===== config.mk =====
export PLATFORM = sky130hd
export DESIGN_NAME = sorted_list_insert_remove
export DESIGN_NICKNAME = d
export VERILOG_FILES = /design/src/sli_pkg.sv /design/src/sli_ram.sv /design/src/sorted_list_insert_remove.sv
export SDC_FILE = /design/constraint.sdc
export NUM_CORES = 1
export LEC_CHECK = 0
export BUFFER_PORTS_ARGS = -buffer_cell sky130_fd_sc_hd__buf_2
export CORE_ASPECT_RATIO = 0.75
export CORE_MARGIN = 4
export CORE_UTILIZATION = 65
export CTS_CLUSTER_DIAMETER = 30
export DETAILED_ROUTE_END_ITERATION = 8
export GPL_TIMING_DRIVEN = 0
export PLACE_DENSITY_LB_ADDON = 0.12
export SLEW_MARGIN = 20
export SYNTH_ARGS = -nofsm -noshare
export SYNTH_HDL_FRONTEND = slang
export SYNTH_SLANG_ARGS = --single-unit
export TNS_END_PERCENT = 50

===== constraint.sdc =====
create_clock -name clk -period 8.6 [get_ports clk]
set_input_delay 0.86 -clock clk [delete_from_list [all_inputs] [get_ports clk]]
set_output_delay 0.86 -clock clk [all_outputs]
set_load 0.02 [all_outputs]

===== src/sli_pkg.sv =====
// Shared types and constants for the sorted insertion list.
package sli_pkg;

  // Default list capacity.
  localparam int DEPTH_DEFAULT = 16;

  // Fixed field widths of the command and result transactions.
  localparam int CMD_W    = 2;
  localparam int WEIGHT_W = 16;
  localparam int TAG_W    = 16;
  localparam int POS_W    = 4;
  localparam int STATUS_W = 2;
  localparam int COUNT_W  = 5;
  localparam int WHERE_W  = 4;

  // Command codes.
  typedef enum logic [CMD_W-1:0] {
    CMD_INSERT = 2'd0,
    CMD_REMOVE = 2'd1,
    CMD_READ   = 2'd2
  } cmd_t;

  // Result status codes.
  typedef enum logic [STATUS_W-1:0] {
    ST_OK     = 2'd0,
    ST_FULL   = 2'd1,
    ST_NO_POS = 2'd2
  } status_t;

  // Controller states.
  typedef enum logic [1:0] {
    S_IDLE,
    S_INS,
    S_FETCH,
    S_SHIFT
  } state_t;

  // One stored list entry.
  typedef struct packed {
    logic [WEIGHT_W-1:0] weight;
    logic                is_cat;
    logic [TAG_W-1:0]    tag;
  } entry_t;

endpackage


===== src/sli_ram.sv =====
// Entry memory: one write port and one registered read port.
module sli_ram #(
  parameter int DEPTH = sli_pkg::DEPTH_DEFAULT
) (
  input  logic                         clk,
  input  logic                         we,
  input  logic [$clog2(DEPTH)-1:0]     waddr,
  input  sli_pkg::entry_t              wdata,
  input  logic [$clog2(DEPTH)-1:0]     raddr,
  output sli_pkg::entry_t              rdata
);
  import sli_pkg::*;

  entry_t mem [DEPTH];

  // Write port.
  always_ff @(posedge clk) begin
    if (we) begin
      mem[waddr] <= wdata;
    end
  end

  // Registered read port; read data follows the address in the next cycle.
  always_ff @(posedge clk) begin
    rdata <= mem[raddr];
  end

endmodule


===== src/sorted_list_insert_remove.sv =====
// Top level of the sorted insertion list: controller, count and result registers.
//
// Keeps up to DEPTH entries (weight, kind, tag) in ascending weight order in a
// single-port-read, single-port-write memory. A command transaction is taken
// when start is high and busy is low; in_command selects insert, remove at
// in_position or read at in_position. Every command gives exactly one result,
// shown for one cycle with out_valid high; the receiver cannot stall it.
//
// A full-list insert, a bad position or an unused command answers in the
// cycle after the start. An insert walks back from the tail, moving one
// entry up per cycle. A read fetches the addressed entry; a remove then
// moves each entry above it down, one entry per cycle. The one memory
// write port sets that pace. Busy is high for the whole walk; the next
// command may start in the cycle its result is shown.
//
// Reset clears the entry count and the controller; memory contents are not
// cleared, since no entry at or beyond the count is ever used.
module sorted_list_insert_remove #(
  parameter int DEPTH = sli_pkg::DEPTH_DEFAULT
) (
  input  logic                          clk,
  input  logic                          rst_n,
  input  logic                          start,
  output logic                          busy,
  input  logic [sli_pkg::CMD_W-1:0]     in_command,
  input  logic [sli_pkg::WEIGHT_W-1:0]  in_weight,
  input  logic                          in_is_cat,
  input  logic [sli_pkg::TAG_W-1:0]     in_tag,
  input  logic [sli_pkg::POS_W-1:0]     in_position,
  output logic                          out_valid,
  output logic [sli_pkg::STATUS_W-1:0]  out_status,
  output logic [sli_pkg::COUNT_W-1:0]   out_count,
  output logic [sli_pkg::WHERE_W-1:0]   out_where,
  output logic [sli_pkg::WEIGHT_W-1:0]  out_weight,
  output logic                          out_is_cat,
  output logic [sli_pkg::TAG_W-1:0]     out_tag
);
  import sli_pkg::*;

  localparam int IDX_W = $clog2(DEPTH);
  localparam int CNT_W = $clog2(DEPTH + 1);
  localparam int SUM_W = CNT_W + 1;
  localparam int CMP_W = (SUM_W > POS_W) ? SUM_W : POS_W;

  // Control and held command registers.
  state_t              state_r, state_nxt;
  logic [CNT_W-1:0]    count_r, count_nxt;
  logic [IDX_W-1:0]    idx_r, idx_nxt;
  logic [CMD_W-1:0]    cmd_r, cmd_nxt;
  logic [POS_W-1:0]    pos_r, pos_nxt;
  entry_t              new_r, new_nxt;
  entry_t              rm_r, rm_nxt;

  // Result registers.
  logic                out_valid_r, out_valid_nxt;
  status_t             out_status_r, out_status_nxt;
  logic [COUNT_W-1:0]  out_count_r;
  logic [WHERE_W-1:0]  out_where_r, out_where_nxt;
  entry_t              out_entry_r, out_entry_nxt;

  // Memory port signals.
  logic                mem_we;
  logic [IDX_W-1:0]    mem_waddr;
  entry_t              mem_wdata;
  logic [IDX_W-1:0]    mem_raddr;
  entry_t              mem_rdata;

  // Walk helpers.
  logic                accept;
  logic                full;
  logic                pos_ok;
  logic                passes;
  logic [SUM_W-1:0]    idx_plus1;
  logic [SUM_W-1:0]    idx_plus2;

  sli_ram #(
    .DEPTH (DEPTH)
  ) u_ram (
    .clk   (clk),
    .we    (mem_we),
    .waddr (mem_waddr),
    .wdata (mem_wdata),
    .raddr (mem_raddr),
    .rdata (mem_rdata)
  );

  assign accept    = start && (state_r == S_IDLE);
  assign full      = (count_r == CNT_W'(DEPTH));
  assign pos_ok    = (CMP_W'(in_position) < CMP_W'(count_r));
  assign idx_plus1 = SUM_W'(idx_r) + SUM_W'(1);
  assign idx_plus2 = SUM_W'(idx_r) + SUM_W'(2);

  // The new entry passes stored lighter entries and equal-weight cats.
  assign passes = (mem_rdata.weight < new_r.weight) ||
                  ((mem_rdata.weight == new_r.weight) && mem_rdata.is_cat);

  // Next state, memory control and result.
  // Walks read two addresses ahead of the address written, moving away from it,
  // so a read never meets a write still in flight to the same entry.
  always_comb begin
    state_nxt      = state_r;
    count_nxt      = count_r;
    idx_nxt        = idx_r;
    cmd_nxt        = cmd_r;
    pos_nxt        = pos_r;
    new_nxt        = new_r;
    rm_nxt         = rm_r;
    out_valid_nxt  = 1'b0;
    out_status_nxt = out_status_r;
    out_where_nxt  = out_where_r;
    out_entry_nxt  = out_entry_r;
    mem_we         = 1'b0;
    mem_waddr      = idx_r;
    mem_wdata      = mem_rdata;
    mem_raddr      = IDX_W'(idx_r - IDX_W'(2));

    case (state_r)
      S_IDLE: begin
        if (accept) begin
          cmd_nxt        = in_command;
          pos_nxt        = in_position;
          new_nxt.weight = in_weight;
          new_nxt.is_cat = in_is_cat;
          new_nxt.tag    = in_tag;
          out_entry_nxt  = '0;
          case (in_command)
            CMD_INSERT: begin
              if (full) begin
                out_valid_nxt  = 1'b1;
                out_status_nxt = ST_FULL;
                out_where_nxt  = '0;
              end else begin
                // Start at the tail; the first read is the last stored entry.
                idx_nxt   = IDX_W'(count_r);
                mem_raddr = IDX_W'(count_r - CNT_W'(1));
                state_nxt = S_INS;
              end
            end
            CMD_REMOVE, CMD_READ: begin
              if (!pos_ok) begin
                out_valid_nxt  = 1'b1;
                out_status_nxt = ST_NO_POS;
                out_where_nxt  = in_position;
              end else begin
                idx_nxt   = IDX_W'(in_position);
                mem_raddr = IDX_W'(in_position);
                state_nxt = S_FETCH;
              end
            end
            default: begin
              // Unused command code: answer with an empty ok result.
              out_valid_nxt  = 1'b1;
              out_status_nxt = ST_OK;
              out_where_nxt  = '0;
            end
          endcase
        end
      end

      S_INS: begin
        // Read data holds the entry just below the open slot.
        mem_we = 1'b1;
        if ((idx_r == '0) || passes) begin
          mem_wdata      = new_r;
          count_nxt      = count_r + CNT_W'(1);
          out_valid_nxt  = 1'b1;
          out_status_nxt = ST_OK;
          out_where_nxt  = WHERE_W'(idx_r);
          out_entry_nxt  = '0;
          state_nxt      = S_IDLE;
        end else begin
          mem_wdata = mem_rdata;
          idx_nxt   = idx_r - IDX_W'(1);
        end
      end

      S_FETCH: begin
        // Read data holds the addressed entry.
        rm_nxt    = mem_rdata;
        mem_raddr = IDX_W'(idx_plus1);
        if ((cmd_r == CMD_REMOVE) && (idx_plus1 < SUM_W'(count_r))) begin
          state_nxt = S_SHIFT;
        end else begin
          if (cmd_r == CMD_REMOVE) begin
            count_nxt = count_r - CNT_W'(1);
          end
          out_valid_nxt  = 1'b1;
          out_status_nxt = ST_OK;
          out_where_nxt  = pos_r;
          out_entry_nxt  = mem_rdata;
          state_nxt      = S_IDLE;
        end
      end

      S_SHIFT: begin
        // Move the entry above down into the gap.
        mem_we    = 1'b1;
        mem_wdata = mem_rdata;
        idx_nxt   = IDX_W'(idx_plus1);
        mem_raddr = IDX_W'(idx_plus2);
        if (idx_plus2 >= SUM_W'(count_r)) begin
          count_nxt      = count_r - CNT_W'(1);
          out_valid_nxt  = 1'b1;
          out_status_nxt = ST_OK;
          out_where_nxt  = pos_r;
          out_entry_nxt  = rm_r;
          state_nxt      = S_IDLE;
        end
      end

      default: begin
        state_nxt = S_IDLE;
      end
    endcase
  end

  // Control registers.
  always_ff @(posedge clk) begin
    if (!rst_n) begin
      state_r     <= S_IDLE;
      count_r     <= '0;
      out_valid_r <= 1'b0;
    end else begin
      state_r     <= state_nxt;
      count_r     <= count_nxt;
      out_valid_r <= out_valid_nxt;
    end
  end

  // Payload registers.
  always_ff @(posedge clk) begin
    idx_r        <= idx_nxt;
    cmd_r        <= cmd_nxt;
    pos_r        <= pos_nxt;
    new_r        <= new_nxt;
    rm_r         <= rm_nxt;
    out_status_r <= out_status_nxt;
    out_count_r  <= COUNT_W'(count_nxt);
    out_where_r  <= out_where_nxt;
    out_entry_r  <= out_entry_nxt;
  end

  assign busy       = (state_r != S_IDLE);
  assign out_valid  = out_valid_r;
  assign out_status = out_status_r;
  assign out_count  = out_count_r;
  assign out_where  = out_where_r;
  assign out_weight = out_entry_r.weight;
  assign out_is_cat = out_entry_r.is_cat;
  assign out_tag    = out_entry_r.tag;

  // The stored count never exceeds the capacity.
  a_count_bound: assert property (@(posedge clk) disable iff (!rst_n)
    count_r <= CNT_W'(DEPTH))
    else $error("entry count above capacity");

  // A result only appears once the controller is back at rest.
  a_result_idle: assert property (@(posedge clk) disable iff (!rst_n)
    out_valid |-> !busy)
    else $error("result shown while a walk is running");

  // A dropped insert reports a full list.
  a_full_count: assert property (@(posedge clk) disable iff (!rst_n)
    (out_valid && (out_status == ST_FULL)) |-> (out_count == COUNT_W'(DEPTH)))
    else $error("full status with list not full");

  // A missing position lies at or beyond the reported count.
  a_no_pos: assert property (@(posedge clk) disable iff (!rst_n)
    (out_valid && (out_status == ST_NO_POS)) |->
      ({1'b0, out_where} >= out_count))
    else $error("position reported missing but present");

endmodule


==> flow_summary.toml, run 1 <==
[clocking]
root_buffer = "clkbuf_16"
cts_repair_resize_count = 0
post_cts_buffers = 0
cts_tree = "built"
clock_latency_ns = 0.66
clock_path_buffers = 3
path_clk_slew_ns = 0.06
cts_htree_levels = 3
cts_made_buffers = 104
hold_buffers = 0
clkSinkCount = 689

[global_route]
grt_max_degree = 41
overflow = 0
grt_pass1_vias = 17375
antenna_found_initial = 2
grt_pass1_wl_um = 111000
track_usage = 0.327

[drt]
drt-total-wl_um = 75600
routed_via_density = 6.59
ant_nets = 0
dr.first_iter.drc_count = 2384
drtPass1Iterations = 6
avgRoutedWirePerCell_um = 28.8
drc = 0
vias = 17339

[logic_synthesis]
yosys_warnings = 0
yosysUniqueCellTypes = 72
synth_edf_count = 643
synth_flop_cell = "edfxtp_1"
netlist_top_cells_area = "edfxtp_1 69%, mux2_2 6.5%, dfxtp_1 3.3%"
synth_top_area_share = 0.688
yosysSeqAreaShare = 0.721
synth_fp_nets = 1820
syn_avg_cell_area_um2 = 16.2
syn_area_um2 = 28100
synth-seq-cells = 689
synthCells = 1736
async_flop_share = 0
synth_top_cell_by_area = "edfxtp_1"

[placement]
port_buffers = 87
hpwl_um = 47000
gp_congestion = 0.877

[worst_setup_path]
worst_setup_path_end_kind = "register"
setup.worst_path.class = "reg2reg"
cpMostUsedCell = "clkbuf_1"
worst_path_max_delay_cell = "a21boi_1"
worst-path-max-fanout = 10
required_ns = 8.88
cp_top_family = "buffers and inverters"
worstPathCellList = "clkbuf_1 -> inv_1 -> ha_1 -> a22oi_1 -> a21boi_1 -> nor2_1 -> clkbuf_1 -> buf_2 -> nor3b_1"
cpPeakStageDelay_ns = 0.69
crit_buf_inv = 4
arrival_ns = 4.87
cp-start-kind = "register"

[run_status]
outcome = "finished, final reports clean"

[timing]
max_freq_mhz = 218
fin_crit_ns = 4.59
rsz0062_at_grt = "false"
setup_viol = 0
report.final.slew_viol_count = 0
finalSetupTns_ns = 0
tightest_slew_ns = 1.20
slew_headroom = 0.200
fin_skew_ns = 0.0305
hold_viol_final = 0
min_period_over_period = 0.534

[final_layout]
diodes = 0
fin_util = 0.797
finalNetCount = 2053
area_growth_pct = 20.4
drive_gt1_frac = 0.307

[floorplanning]
dieHeight_um = 188
dieArea_um2 = 46600
design.core.area_um2 = 42400
start_util = 0.662
io_pins = 88
rows = 65
die_w_um = 248

[pwr]
ir_drop_mv = 0.220
power.density_nw_per_um2 = 376
p_leak_uw = 0.0118
power_uw = 12700

[worst_hold_path]
hold_class = "in2reg"

[flow_run]
cap_violations = 0
==> state kept, by name (all words and copies together), names as in the netlist, 4 cells and up <==
signal / cells
count_r: 5
idx_r: 4
new_r: 33
out_count: 5
out_tag: 16
out_weight: 16
out_where: 4
pos_r: 4
rm_r: 33
u_ram.mem: 528
u_ram.rdata: 33
==> metal layers <==
metal | track usage | vias up | part of all wire
met2 | 0.490 | 1113 | 0.45
met3 | 0.0829 | 191 | 0.11
met1 | 0.472 | 8705 | 0.40
met5 | 0 | - | 0.00017
met4 | 0.122 | 2 | 0.040
li1 | - | 7328 | -
==> Yosys cell counts (36+ instances only) <==
| cell | instances |
|---|---|
| a211oi_1 | 36 |
| clkbuf_1 | 46 |
| dfxtp_1 | 46 |
| ha_1 | 42 |
| o22ai_1 | 66 |
| mux2i_1 | 70 |
| edfxtp_1 | 643 |
| buf_2 | 36 |
| mux2_2 | 163 |
| nor2_1 | 67 |
| nand2_1 | 100 |
| a21oi_1 | 54 |
| o21ai_0 | 58 |
==> worst paths after layout <==
kind                  start         to  slack (ns)  cells past startpoint
min reg2reg  u_ram.rdata[4]    rm_r[4]        0.45                      0
max                idx_r[0]   idx_r[0]        4.01                      9
max reg2reg        idx_r[0]   idx_r[0]        4.01                      9
min            in_weight[6]  new_r[23]        0.37                      1
==> report_power, final <==
part           leakage (uW)  switching, uW  internal (uW)  total (uW)
clock               0.00185           1620           2930        4550
combinational       0.00376           2350           1290        3650
sequential          0.00622            153           4360        4520
total                0.0118           4120           8590       12700
==> cell usage in the layout, fill, tap and decap left out, drive strengths merged, types with 9 or more instances in the layout <==
cell	instances
a211oi	38
a21oi	56
a31o	33
a32o	32
and3	34
buf	182
bufinv	19
clkbuf	168
clkinv	30
clkinvlp	12
dfxtp	46
edfxtp	643
ha	42
inv	50
mux2	163
mux2i	70
nand2	102
nand3	17
nor2	68
nor3	9
nor4b	33
o21ai	61
o22ai	66
==> kinds of logic after synthesis <==
| logic type | share of synthesized area |
|---|---|
| DFF | 0.721 |
| AOI/OAI and AO/OA | 0.0829 |
| and+or+nand+nor | 0.0610 |
| muxes | 0.0904 |
| buffers and inverters | 0.0226 |
| adders and majority gates | 0.0187 |
| xor gates and xnor gates | 0.00343 |
==> stage by stage <==
step	instance area, um2	hold WS, ns	setup WS (ns)	cells
floorplan	28100	0.426	4.49	1736
finish	33800	0.372	4.01	2630
global placement	29200	0.440	0.824	2392
detailed placement	30000	0.441	4.21	2432
global route	33800	0.357	3.91	2630
CTS	33800	0.352	4.19	2630
==> layout make-up <==
| class | count | area (um2) |
|---|---|---|
| timing repair buffer | 127 | 1060 |
| fill | 2211 | 8580 |
| inverter | 35 | 131 |
| multi-input combinational | 911 | 7320 |
| clock inverter | 76 | 1030 |
| tap | 569 | 712 |
| clock buffer | 122 | 2790 |
| buffer | 101 | 508 |
| sequential | 689 | 20200 |
Power figures use the tool's default switching activity.
==> run 2, diff against run 1 <==
--- a/config.mk
+++ b/config.mk
@@ -8,7 +8,7 @@
 export BUFFER_PORTS_ARGS = -buffer_cell sky130_fd_sc_hd__buf_2
 export CORE_ASPECT_RATIO = 0.75
 export CORE_MARGIN = 4
-export CORE_UTILIZATION = 65
+export CORE_UTILIZATION = 62
 export CTS_CLUSTER_DIAMETER = 30
 export DETAILED_ROUTE_END_ITERATION = 8
 export GPL_TIMING_DRIVEN = 0
==> constraint.sdc (replaced) <==
create_clock -name clk -period 4.6 [get_ports clk]
set_input_delay 0.46 -clock clk [delete_from_list [all_inputs] [get_ports clk]]
set_output_delay 0.46 -clock clk [all_outputs]
set_load 0.02 [all_outputs]
==> flow_summary.toml, run 2 (same netlist as run 1, synthesis figures left out) <==
[drt]
avgRoutedWirePerCell_um = 28.1
drt-total-wl_um = 75600
routed_via_density = 6.44
drtPass1Iterations = 5
vias = 17333
drc = 0
dr.first_iter.drc_count = 2134
ant_nets = 0

[worst_setup_path]
arrival_ns = 4.70
worst-path-max-fanout = 10
cp-start-kind = "register"
worst_setup_path_end_kind = "register"
required_ns = 4.88
setup.worst_path.class = "reg2reg"

[final_layout]
drive_gt1_frac = 0.303
layout_commonest_cell = "edfxtp_1"
fin_util = 0.764
largest_reg_flops = 528
largest-register = "u_ram.mem"
area_growth_pct = 21.6
final_cell_mix = "643 x edfxtp_1, 163 x mux2_2, 125 x buf_2, 114 x clkbuf_16, 100 x nand2_1"
n_fill_cell = 2601
diodes = 0
finalNetCount = 2092

[floorplanning]
design.core.area_um2 = 44700
start_util = 0.628
rows = 67
die_w_um = 254
io_pins = 88
dieArea_um2 = 48800
dieHeight_um = 192

[worst_hold_path]
hold_class = "in2reg"

[timing]
fin_skew_ns = 0.0192
report.final.slew_viol_count = 0
min_period_over_period = 0.962
max_freq_mhz = 226
tightest_slew_ns = 1.15
rsz0062_at_grt = "false"
slew_headroom = 0.232
setup_viol = 0
hold_viol_final = 0
fin_crit_ns = 4.42

[global_route]
grt_pass1_wl_um = 111000
overflow = 0
met2_usage = 0.470
track_usage = 0.314
grt_max_degree = 41
met1_usage = 0.462
antenna_found_initial = 1
grt_busiest_layer = "met2"
grt_pass1_vias = 16917
use_met3 = 0.0820

[run_status]
outcome = "finished, final reports clean"

[clocking]
path_clk_slew_ns = 0.05
cts_tree = "built"
clock_path_buffers = 3
post_cts_buffers = 0
root_buffer = "clkbuf_16"
cts_made_buffers = 111
cts_htree_levels = 3
clkSinkCount = 689
clock_latency_ns = 0.66

[placement]
port_buffers = 87
gp_congestion = 0.904
hpwl_um = 48200

[pwr]
ir_drop_mv = 0.587
power_uw = 23500
power.density_nw_per_um2 = 688
p_leak_uw = 0.0119

[flow_run]
cap_violations = 0
-- run 2: changes by cell type in the layout (fill, tap and decap cells not counted), sizes merged --
cell,before,now
clkbuf,168,178
inv,50,54
dlygate4sd3,0,32
bufinv,19,7
clkinvlp,12,20
clkinv,30,32
-- run 2: layout make-up --
class	count	area [um2]	share of cell area
plain buffers	101	509	0.0149
clock buffers	132	2990	0.0876
clock inverters	78	777	0.0228
inverters	35	131	0.00385
multi-input cells	911	7330	0.215
flip-flops and latches	689	20200	0.593
well taps	586	733	0.0215
repair buffers	159	1430	0.0419
-- run 2: metal layers --
layer	part of all wire	up-vias
met5	0.000093	-
met4	0.028	2
met3	0.11	144
met2	0.45	1053
met1	0.42	8713
li1	-	7421
-- run 2: worst max-delay path, stage by stage (launching register included) --
cell and delay, ns:
edfxtp_1 0.34, inv_1 0.06, ha_1 0.31, nand4_1 0.18
nor2_1 0.43, o21ai_0 0.18, a21o_1 0.27, a21boi_1 0.58
nor2_1 0.27, clkbuf_2 0.41, buf_2 0.40, nor3b_1 0.61
-- run 2: what timing repair did --
action | in CTS | in global routing
hold endpoints to repair | 32 | 0
resized for setup | 1 | 0
setup endpoints to repair | 16 | 0
hold buffers | 32 | 0
-- run 2: report_power, final --
part	internal, uW	switching, uW	leakage (uW)	total, uW
Sequential	8160	288	0.00622	8450
Combinational	2430	4400	0.00392	6830
Clock	5110	3100	0.00178	8210
Total	15700	7790	0.0119	23500
-- run 2: path summary, 6_finish.rpt --
kind | startpoint | endpoint | slack, ns | cells past startpoint
worst min-delay path | in_tag[0] | new_r[0] | 0.03 | 1
worst max-delay path | new_r[27] | idx_r[0] | 0.18 | 11
worst min register to register | u_ram.rdata[12] | rm_r[12] | 0.45 | 0
worst max register to register | new_r[27] | idx_r[0] | 0.18 | 11
-- run 2: through the flow --
step	setup slack (ns)	TNS, ns	cells	cell area (um2)	hold slack (ns)
2_1_floorplan	0.487	0	1736	28100	0.426
3_3_place_gp	-3.76	-725.76	2409	29200	0.435
3_5_place_dp	-0.0320	-0.497	2449	30000	0.447
4_1_cts	0.0500	0	2691	34100	0.00485
5_1_grt	0.0872	0	2691	34100	0.00824
6_report	0.176	0	2691	34100	0.0306
